==> src/hw/rtl/aubm_pkg.sv <==
// Package for the aging update buffer map: table capacity, operation codes,
// register indexes, sequencer states and the result beat struct. No dependencies.
`timescale 1ns / 1ps
package aubm_pkg;
	localparam int CAPACITY = 64;

	localparam logic [2:0] OP_INSERT = 3'd0;
	localparam logic [2:0] OP_PURGE  = 3'd1;
	localparam logic [2:0] OP_LIST   = 3'd2;
	localparam logic [2:0] OP_TEST   = 3'd3;
	localparam logic [2:0] OP_READ   = 3'd4;

	localparam logic REG_RETENTION = 1'b0;
	localparam logic REG_UPR       = 1'b1;

	typedef enum logic [2:0] {
		ST_IDLE,
		ST_THRESH,
		ST_SCAN,
		ST_WAIT,
		ST_EMIT,
		ST_FINAL
	} state_t;

	// result beat fields
	typedef struct packed {
		logic       last;
		logic       overflow;
		logic [6:0] entry_count;
		logic       found;
		logic [6:0] deleted_count;
		logic       has_update;
		logic [19:0] result_id;
	} result_t;
endpackage

==> src/hw/rtl/aging_update_buffer_map.sv <==
// Aging update buffer map.
// Stream in: s_tvalid/s_tready/s_tdata carries one operation per beat.
// Stream out: m_tvalid/m_tready/m_tdata/m_tlast carries result beats; an
// operation yields one beat, except a listing, which yields one beat per
// matching entry (or one empty beat), m_tlast on the final one.
// Config: cfg_valid/cfg_ready/cfg_index/cfg_data writes retention_rounds
// (index 0) and updates_per_round (index 1); write only while idle.
// Entries (id and round) live in one synchronous memory of CAPACITY words.
// One operation runs at a time: an expiry threshold step, then (except for
// read entry) a scan over the fill count, one entry per cycle through the
// memory read port while the output is not stalled.
// Purge compacts in place during the scan (write trails read).
// Reset clears the fill count and sets config to retention 4, 16 updates per round; memory holds no reset.
// When the receiver stalls, the scan holds until the beat is taken.
`timescale 1ns / 1ps
module aging_update_buffer_map (
	input  logic        clk,
	input  logic        arst_n,
	input  logic        s_tvalid,
	output logic        s_tready,
	// operation[2:0], round[18:3], update_id[38:19], span_rounds[54:39],
	// entry_index[60:55]
	input  logic [63:0] s_tdata,
	output logic        m_tvalid,
	input  logic        m_tready,
	// result_id[19:0], has_update[20], deleted_count[27:21], found[28],
	// entry_count[35:29], overflow[36]
	output logic [39:0] m_tdata,
	output logic        m_tlast,
	input  logic        cfg_valid,
	output logic        cfg_ready,
	input  logic        cfg_index,
	input  logic [10:0] cfg_data
);
	import aubm_pkg::*;

	localparam int AW = (CAPACITY > 1) ? $clog2(CAPACITY) : 1;
	localparam int CW = $clog2(CAPACITY + 1);

	state_t      state_q, state_d;
	logic [7:0]  ret_q;
	logic [10:0] upr_q;
	logic [CW-1:0] fill_q, rd_q, wr_q;
	logic [2:0]  op_q;
	logic [15:0] round_q, span_q;
	logic [19:0] id_q;
	logic [5:0]  idx_q;
	logic signed [28:0] thr_q;
	logic        hit_q, pend_q;
	logic [19:0] emit_id_q;
	logic        emit_has_q;

	logic        mem_we;
	logic [AW-1:0] mem_wa, mem_ra;
	logic [35:0] mem_wd, mem_rd;

	aubm_mem #(.DEPTH(CAPACITY), .AW(AW)) u_mem (
		.clk(clk), .we(mem_we), .waddr(mem_wa), .wdata(mem_wd),
		.raddr(mem_ra), .rdata(mem_rd)
	);

	logic [19:0] e_id;
	logic [15:0] e_rnd;
	logic        e_exp, e_inlist;
	logic signed [17:0] lo;
	assign e_id  = mem_rd[19:0];
	assign e_rnd = mem_rd[35:20];
	assign e_exp = $signed({9'd0, e_id}) < thr_q;
	assign lo    = $signed({2'b0, round_q}) - $signed({2'b0, span_q});
	assign e_inlist = ($signed({2'b0, e_rnd}) >= lo) && (e_rnd < round_q);

	logic id_exp;
	assign id_exp = $signed({9'd0, id_q}) < thr_q;

	logic append_ok;
	assign append_ok = (op_q == OP_INSERT) && !id_exp && !hit_q;

	// pend_q: a read was issued last cycle, data valid in mem_rd
	logic scan_done;
	assign scan_done = (rd_q == fill_q) && !pend_q;
	logic out_busy;
	assign out_busy = m_tvalid && !m_tready;

	assign s_tready  = (state_q == ST_IDLE) && !m_tvalid;
	assign cfg_ready = 1'b1;

	// re-read the pending entry while a beat is held
	always_comb begin
		mem_ra = rd_q[AW-1:0];
		if (op_q == OP_READ) mem_ra = AW'(idx_q);
		else if (state_q == ST_SCAN && pend_q && out_busy) mem_ra = AW'(rd_q - CW'(1));
	end

	always_comb begin
		state_d = state_q;
		case (state_q)
			ST_IDLE:   if (s_tvalid && s_tready) state_d = ST_THRESH;
			ST_THRESH: begin
				if (op_q == OP_READ) state_d = ST_WAIT;
				else if (op_q > OP_READ) state_d = ST_FINAL;
				else state_d = ST_SCAN;
			end
			ST_SCAN:   if (scan_done && !out_busy) state_d = ST_FINAL;
			ST_WAIT:   state_d = ST_EMIT;
			ST_EMIT:   state_d = ST_FINAL;
			ST_FINAL:  if (!out_busy) state_d = ST_IDLE;
			default:   state_d = ST_IDLE;
		endcase
	end

	always_comb begin
		mem_we = 1'b0;
		mem_wa = wr_q[AW-1:0];
		mem_wd = {round_q, id_q};
		if (state_q == ST_SCAN && pend_q && !out_busy) begin
			if (op_q == OP_PURGE && !e_exp) begin
				mem_we = 1'b1;
				mem_wd = mem_rd;
			end else if (op_q == OP_INSERT && e_id == id_q) begin
				mem_we = 1'b1;
				mem_wa = AW'(rd_q - CW'(1));
				mem_wd = {round_q, id_q};
			end
		end
		if (state_q == ST_FINAL && !out_busy && append_ok && fill_q < CW'(CAPACITY)) begin
			mem_we = 1'b1;
			mem_wa = fill_q[AW-1:0];
			mem_wd = {round_q, id_q};
		end
	end

	// result beat: a listing holds its latest match and sends the previous one
	// when the next match arrives, so the final match can carry m_tlast
	logic        load_beat, beat_last, fin_ovf;
	logic [6:0]  fin_cnt, fin_del;
	logic [39:0] beat_data;

	always_comb begin
		load_beat = 1'b0;
		beat_last = 1'b1;
		fin_cnt = fill_q[6:0];
		fin_del = 7'd0;
		fin_ovf = 1'b0;
		if (append_ok) begin
			if (fill_q < CW'(CAPACITY)) fin_cnt = 7'(fill_q + CW'(1));
			else fin_ovf = 1'b1;
		end
		if (op_q == OP_PURGE) begin
			fin_cnt = wr_q[6:0];
			fin_del = 7'(fill_q - wr_q);
		end
		beat_data = {3'd0, fin_ovf, fin_cnt, (op_q == OP_TEST) && hit_q, fin_del,
			1'b0, 20'd0};
		if ((op_q == OP_READ && emit_has_q) || (op_q == OP_LIST && hit_q))
			beat_data = {3'd0, 1'b0, fin_cnt, 1'b0, 7'd0, 1'b1, emit_id_q};
		if (state_q == ST_FINAL) load_beat = !out_busy;
		if (state_q == ST_SCAN && !out_busy && pend_q && op_q == OP_LIST && e_inlist &&
		    hit_q) begin
			load_beat = 1'b1;
			beat_last = 1'b0;
		end
	end

	always_ff @(posedge clk or negedge arst_n) begin
		if (!arst_n) begin
			state_q <= ST_IDLE;
			ret_q <= 8'd4;
			upr_q <= 11'd16;
			fill_q <= '0;
			rd_q <= '0;
			wr_q <= '0;
			hit_q <= 1'b0;
			pend_q <= 1'b0;
			emit_id_q <= '0;
			emit_has_q <= 1'b0;
			m_tvalid <= 1'b0;
			m_tdata <= '0;
			m_tlast <= 1'b0;
		end else begin
			state_q <= state_d;
			if (cfg_valid) begin
				if (cfg_index == REG_RETENTION) ret_q <= cfg_data[7:0];
				else upr_q <= cfg_data;
			end
			if (load_beat) begin
				m_tvalid <= 1'b1;
				m_tdata <= beat_data;
				m_tlast <= beat_last;
			end else if (m_tready) m_tvalid <= 1'b0;
			case (state_q)
				ST_IDLE: begin
					rd_q <= '0; wr_q <= '0;
					hit_q <= 1'b0; pend_q <= 1'b0;
				end
				ST_SCAN: begin
					if (!out_busy) begin
						if (pend_q && (op_q == OP_INSERT || op_q == OP_TEST) &&
						    e_id == id_q) begin
							// match found: stop the scan
							hit_q <= 1'b1;
							rd_q <= fill_q;
							pend_q <= 1'b0;
						end else begin
							pend_q <= (rd_q != fill_q) && !(op_q == OP_INSERT && id_exp);
							if (rd_q != fill_q) rd_q <= rd_q + CW'(1);
							if (pend_q && op_q == OP_PURGE && !e_exp) wr_q <= wr_q + CW'(1);
							if (pend_q && op_q == OP_LIST && e_inlist) begin
								hit_q <= 1'b1;
								emit_id_q <= e_id;
							end
						end
					end
				end
				ST_EMIT: begin
					emit_has_q <= (CW'(idx_q) < fill_q) && (CW'(idx_q) < CW'(CAPACITY));
					emit_id_q <= e_id;
				end
				ST_FINAL: begin
					if (!out_busy) begin
						if (append_ok && fill_q < CW'(CAPACITY)) fill_q <= fill_q + CW'(1);
						if (op_q == OP_PURGE) fill_q <= wr_q;
					end
				end
				default: ;
			endcase
		end
	end

	always_ff @(posedge clk) begin
		if (s_tvalid && s_tready) begin
			op_q <= s_tdata[2:0];
			round_q <= s_tdata[18:3];
			id_q <= s_tdata[38:19];
			span_q <= s_tdata[54:39];
			idx_q <= s_tdata[60:55];
		end
		if (state_q == ST_THRESH)
			thr_q <= 29'($signed({1'b0, round_q}) - $signed({9'b0, ret_q})) *
				$signed({18'd0, upr_q});
	end

	a_hold_beat: assert property (@(posedge clk) disable iff (!arst_n)
		m_tvalid && !m_tready |=> m_tvalid && $stable(m_tdata) && $stable(m_tlast));
	a_one_op: assert property (@(posedge clk) disable iff (!arst_n)
		s_tready |-> !m_tvalid);
	a_fill_max: assert property (@(posedge clk) disable iff (!arst_n)
		fill_q <= CW'(CAPACITY));
	a_idle_quiet: assert property (@(posedge clk) disable iff (!arst_n)
		state_q == ST_IDLE |-> !mem_we);
endmodule

==> src/hw/rtl/aubm_mem.sv <==
// Synchronous entry memory, one write and one read port, registered read.
// Does not use aubm_pkg; stand-alone.
`timescale 1ns / 1ps
module aubm_mem #(
	parameter int DEPTH = 64,
	parameter int AW = 6
) (
	input  logic          clk,
	input  logic          we,
	input  logic [AW-1:0] waddr,
	input  logic [35:0]   wdata,
	input  logic [AW-1:0] raddr,
	output logic [35:0]   rdata
);
	logic [35:0] mem [DEPTH];

	always_ff @(posedge clk) begin
		if (we) begin
			mem[waddr] <= wdata;
		end
		rdata <= mem[raddr];
	end
endmodule
==> config.mk <==
export PLATFORM = sky130hd
export DESIGN_NAME = aging_update_buffer_map
export DESIGN_NICKNAME = d
export VERILOG_FILES = /design/src/hw/rtl/aubm_pkg.sv /design/src/hw/rtl/aging_update_buffer_map.sv /design/src/hw/rtl/aubm_mem.sv
export SDC_FILE = /design/constraint.sdc
export NUM_CORES = 2
export LEC_CHECK = 0
export BUFFER_PORTS_ARGS = -buffer_cell sky130_fd_sc_hd__buf_2
export CORE_MARGIN = 10
export CORE_UTILIZATION = 34
export CTS_BUF_LIST = sky130_fd_sc_hd__clkbuf_4 sky130_fd_sc_hd__clkbuf_8
export DETAILED_ROUTE_END_ITERATION = 8
export PLACE_DENSITY = 0.54
export SLEW_MARGIN = 20
export SYNTH_ARGS = -nofsm -noshare
export SYNTH_HDL_FRONTEND = slang
export SYNTH_SLANG_ARGS = --single-unit
==> constraint.sdc <==
create_clock -name clk -period 9.8 [get_ports clk]
set_input_delay 0.49 -clock clk [delete_from_list [all_inputs] [get_ports clk]]
set_output_delay 0.49 -clock clk [all_outputs]
set_load 0.05 [all_outputs]
Word level (Yosys, flattened, before mapping):

Memory sizes are Yosys's and may differ from the RTL's. A register that Yosys moved wholly into a read port is not among the register bits.
Cells that the tools add are included.

* $add $sub $neg: 7
* multiply operators: 1
* divide/modulo/power cells: 0
* order comparisons: 7
* eq/ne operators: 21
* shifts and indexed selects: 0
* muxes and demuxes: 54
* bitwise gates (word level): 2
* reduce and logical (&&, ||, !) cells: 58

Operator list (count)
* 36-bit 2-to-1 mux: 3
* 7-bit 2-to-1 mux: 12
* 20-bit 2-to-1 mux: 3
* 21-bit by 29-bit less-than comparator with 1-bit output: 2
* 20-bit case mux with 2 select lines: 1
* 37-bit 2-to-1 mux: 1
* 6-bit 2-to-1 mux: 6
* 1-bit logical AND: 33
* 17-bit by 12-bit multiplier with 29-bit output: 1
* 7-bit case mux with 2 select lines: 2
* 7-bit by 1-bit adder with 7-bit output (second input constant): 3
* 20-bit == test: 1
* 1-bit 2-to-1 mux: 18
* 3-bit case mux with 6 select lines: 1
* 17-bit >= comparator: 1
* 16-bit by 16-bit subtractor with 17-bit output: 1
* 16-bit by 8-bit subtractor with 17-bit output: 1
* 16-bit less-than comparator: 1
* 3-bit 2-to-1 mux: 5
* 3-bit by 2-bit == test with 1-bit output (second input constant): 4
* 3-bit AND reduction: 4
* 3-bit == test (second input constant): 3
* 1-bit logical NOT: 8
* 2-bit by 1-bit != test with 1-bit output (second input constant): 4
* 17 further kinds: 31

* register bits: 198
* bits in latches: 0
* bits in writable memories: 2304
* memory bits (read-only): 0
* output and inout bits: 44
* memories: 1

Memories
* u_mem.mem: depth 64, bits a word 36, read ports 1, clocked after memory_dff 1, wr ports 1, line aubm_mem.sv:15 `logic [35:0] mem [DEPTH];`

Depth between registers and ports, before layout:

* word-level depth: 10
* depth in mapped cells: 31
* gate-level depth less buffers: 30

Modules after synthesis:

From an unflattened synthesis, not the netlist that was laid out.

* cell total of the unflattened synthesis: 5966
* area, all modules: 108188.8 um2

Modules (own cells, without submodules)
* aubm_mem: instances 1, cells each 3780, area an instance 87973.1 um2, seq. area each 69907.0 um2
* aging_update_buffer_map: instances 1, cells each 2186, area an instance 20215.6 um2, seq. area each 5332.6 um2

Least setup slack after synthesis:

OpenSTA, ideal clock, no wires.

* kind: register -> register
* start point: register round_q[1]
* end point: register thr_q[28] (data pin)
* arrival time: 7.260 ns
* setup slack: 2.274 ns
* cell stages (with the launch flop): 28
* buffers on the path: 1
* clock period less this slack: 7.526 ns
* cell sequence: edfxtp_1 > ha_1 > nor2b_1 > o21ai_0 > a21boi_0 > o21ai_0 > a21boi_0 > o21ai_0 > a21boi_0 > nor3_1 > clkbuf_1 > mux2_2 > fa_1 > inv_1 > fa_1 > fa_1 > fa_1 > inv_1 > fa_1 > inv_1 > ha_1 > a21o_1 > or3_1 > o21ai_1 > o21ai_0 > a221o_1 > nor4_1 > nor3_1

* cells in the longest elaborated chain, start to end: 2

Ends and longest elaborated chain
* start: declaration: line aging_update_buffer_map.sv:45 `logic [15:0] round_q, span_q;`
* start signal: assignment: line aging_update_buffer_map.sv:232 `round_q <= s_tdata[18:3];`
* 16-bit by 8-bit subtractor with 17-bit output: line aging_update_buffer_map.sv:238 `thr_q <= 29'($signed({1'b0, round_q}) - $signed({9'b0, ret_q})) *`
* 17-bit by 12-bit multiplier with 29-bit output: line aging_update_buffer_map.sv:238
* end signal: assignment: line aging_update_buffer_map.sv:238
* end: declaration: line aging_update_buffer_map.sv:48 `logic signed [28:0] thr_q;`

No other way between the ends.
A chain may end at the register's enable or synchronous reset.

Final worst setup path:

* start point: register round_q[1]
* end point: register thr_q[25] (data pin)

The elaborated chain is that of the path after synthesis.

==> results.py <==
metrics = {
    "die": {
        "core_um2": 327000,
        "io_pins": 125,
        "die-width_um": 593,
        "core.rowCount": 210,
        "initial_core_util_pct": 34.1,
        "dieHeight_um": 593,
        "die-area_um2": 352000,
    },
    "cts": {
        "cts-root-buf": "clkbuf_8",
        "htreeDepth": 5,
        "cts_buffer_depth": 4,
        "cts_resized": 0,
        "cts_setup_buffers": 0,
        "clkSinkCount": 2535,
        "holdBufCountCts": 91,
        "clkLatencyLatePin_ns": 1.06,
        "clk_pin_slew_ns": 0.06,
        "cts_tree": "built",
        "cts_buffers": 418,
    },
    "global_routing": {
        "grt_util_met1_pct": 28.5,
        "grt_overflow": 0,
        "use_met2_pct": 32.3,
        "grt_antenna_before_repair": 19,
        "grt_pass1_wl_mm": 532,
        "top_usage_layer": "met2",
        "grt_pass1_vias": 74028,
        "groute.layer.met3.usage_pct": 3.87,
        "grt_max_degree": 157,
        "grt_use_total_pct": 20.5,
    },
    "critical_path": {
        "critical_path.most_common_cell": "fa_1",
        "cp_top_family": "compound AO/OA/AOI/OAI gates",
        "cp.required_ns": 10.58,
        "worst-path-buf-inv": 4,
        "critPathSlowestCell": "o41ai_1",
        "max_stage_delay_ns": 0.77,
        "arrival_ns": 9.14,
        "crit_fanout": 11,
        "startpoint_type": "register",
        "crit_type": "register to register",
        "endpoint_kind": "register",
    },
    "sta": {
        "fin_crit_ns": 8.36,
        "rsz0062_at_grt": "false",
        "finalSetupViolCount": 0,
        "timing.fmax_mhz": 120,
        "fin_skew_ns": 0.0894,
        "setup_ws_ns": 1.44,
        "period_share_pct": 85.3,
        "worst_slew_pin_slew_ns": 1.16,
        "hold_viol": 0,
        "slew_headroom_pct": 22.6,
        "final.setup.tns_ns": 0,
        "slew_viol_final": 0,
    },
    "synth": {
        "synth-simple-area-share_pct": 16.3,
        "synth-compound-area-share_pct": 5.71,
        "synth_async_sr_flop_share_pct": 4.14,
        "synthMuxAreaShare_pct": 1.48,
        "synth_seq_area_share_pct": 67.4,
        "synthesis.area_um2": 112000,
        "yosys.area_share.adder_pct": 5.04,
        "yosysMostFrequentCell": "nand2_1",
        "synth_top_family_by_area": "simple AND/OR/NAND/NOR gates",
        "netlist.area_leader.share_pct": 64.4,
        "yosys_warnings": 0,
        "syn-mean-instance-area_um2": 12.3,
        "synth_common_cells": "nand2_1 (2,487), edfxtp_1 (2,394), nand3_1 (988)",
        "synth_top_cell_by_area": "edfxtp_1",
        "synthCells": 9089,
        "synth-seq-cells": 2535,
        "synth_edf_count": 2394,
        "yosysUniqueCellTypes": 86,
        "synthFlopType": "edfxtp_1",
        "synth_area_leaders": "edfxtp_1 (64%), nand2_1 (8.4%), nand3_1 (4.4%)",
        "synth_xor_area_share_pct": 0.683,
    },
    "route": {
        "detail-route-antenna-nets": 0,
        "drt_iter0_drc": 9567,
        "drt_wl_total_mm": 374,
        "num_vias": 77104,
        "routedWlPerCell_um": 26.6,
        "firstDrtPassIters": 8,
        "vias_per_cell": 5.49,
        "drc": 0,
    },
    "cells_and_area": {
        "fin_area_um2": 127000,
        "drive_gt1_share_pct": 12.2,
        "final_core_util_pct": 38.8,
        "syn2layout_area_growth_pct": 13.8,
        "final_nets": 9800,
    },
    "place": {
        "gp_congestion": 0.836,
        "dp_slack_ns": 1.40,
        "dpl_cell_area_um2": 118000,
        "port_buffers": 117,
        "hpwl_mm": 205,
    },
    "pwr": {
        "p_leak_nw": 45.7,
        "ir_worst_vdd_mv": 0.770,
        "pwr_density_cell_nw_per_um2": 315,
    },
    "run_status": {
        "status": "finished, final reports clean",
    },
    "hold_path": {
        "min_path_type": "input pin to asynchronous set/reset pin",
    },
    "run": {
        "cap_viol_max_count": 0,
    },
}
cells in the final DEF, fill, tap and decap left out, types with 95 or more instances in the layout:
master,n
a311oi_1,200
dfrtp_1,103
nor2_1,95
nand2_1,2487
fa_1,173
clkbuf_8,436
o21ai_0,100
a31oi_1,135
buf_2,116
a21oi_1,135
ha_1,173
clkinv_1,100
and3_1,224
inv_1,335
buf_4,204
clkbuf_4,154
nand3_1,988
edfxtp_1,2394
area by class of cell:
cell class / instances / area [µm²]
Tap cell: 4346 / 5440
Clock inverter: 163 / 1000
Multi-Input combinational cell: 5648 / 33500
Inverter: 336 / 1260
Clock buffer: 590 / 7160
Timing Repair Buffer: 434 / 3480
Fill cell: 31010 / 200000
Antenna cell: 5 / 12.5
Sequential cell: 2535 / 75200
layer usage:
metal | routed length (µm) | part of all wire, % | up-vias
li1 | - | - | 33389
met1 | 155000 | 41 | 39062
met2 | 170000 | 45 | 3983
met3 | 37000 | 9.9 | 668
met4 | 12600 | 3.4 | 2
met5 | 13 | 0.0035 | -
through the flow:
stage | instances | power (mW) | hold slack (ns)
after floorplan | 9091 | 25.8 | 0.194
after global placement | 13208 | 30.6 | 0.469
after detailed placement | 13208 | 30.9 | 0.476
after CTS | 14052 | 40.1 | 0.0277
after global routing | 14053 | 42.6 | 0.108
final | 14057 | 40.0 | 0.0630
where the power goes:
| part | internal, mW | total, mW | switching, mW |
|---|---|---|---|
| sequential | 13.2 | 13.7 | 0.495 |
| combinational | 6.26 | 17.1 | 10.8 |
| clock | 4.91 | 9.21 | 4.30 |
| total | 24.4 | 40.0 | 15.6 |
worst paths after layout:
kind | start | to | slack (ns) | cells past startpoint
setup / recovery | round_q[1] | thr_q[25] | 1.44 | 27
hold / removal | arst_n | m_tdata[20] | 0.06 | 2
setup reg to reg | round_q[1] | thr_q[25] | 1.44 | 27
hold reg to reg | m_tdata[30] | m_tdata[30] | 0.48 | 1
max in group asynchronous | arst_n | ret_q[6] | 8.38 | 3
min in group clk | s_tdata[20] | id_q[1] | 0.17 | 2
cell families (layout without fill, tap and decap cells):
| group | Yosys count | in the layout |
|---|---|---|
| buffers and inverters | 908 | 1523 |
| other | 2 | 9 |
| AOI/OAI and AO/OA | 901 | 901 |
| adders and majority gates | 346 | 346 |
| and+or+nand+nor | 4158 | 4158 |
| DFF | 2535 | 2535 |
| xor gates and xnor gates | 87 | 87 |
| muxes | 152 | 152 |
sequential cells by signal, summed over array words and instances, names as in the netlist, 3 cells and up:
name,flops
emit_id_q,20
fill_q,7
id_q,20
idx_q,6
m_tdata,37
op_q,3
rd_q,7
ret_q,8
round_q,16
span_q,16
state_q,3
thr_q,29
u_mem.mem,2304
u_mem.rdata,36
upr_q,11
wr_q,7
worst reg2reg max path: stages (launching register included):
cell and delay [ns]:
edfxtp_1 0.49, ha_1 0.32, nor2b_1 0.11, o21ai_0 0.10
a21boi_0 0.25, o21ai_0 0.14, a21boi_0 0.32, o21ai_0 0.15
a21boi_0 0.41, nor2_1 0.10, buf_4 0.21, nand2_1 0.12
fa_1 0.43, fa_1 0.51, fa_1 0.54, inv_1 0.05
fa_1 0.47, inv_1 0.05, fa_1 0.47, inv_1 0.05
ha_1 0.33, a211o_1 0.30, o31ai_1 0.60, o31ai_1 0.23
o41ai_1 0.77, o211ai_1 0.27, a21oi_1 0.23, xnor2_1 0.08
No activity file was read; power rests on OpenSTA's default activity.
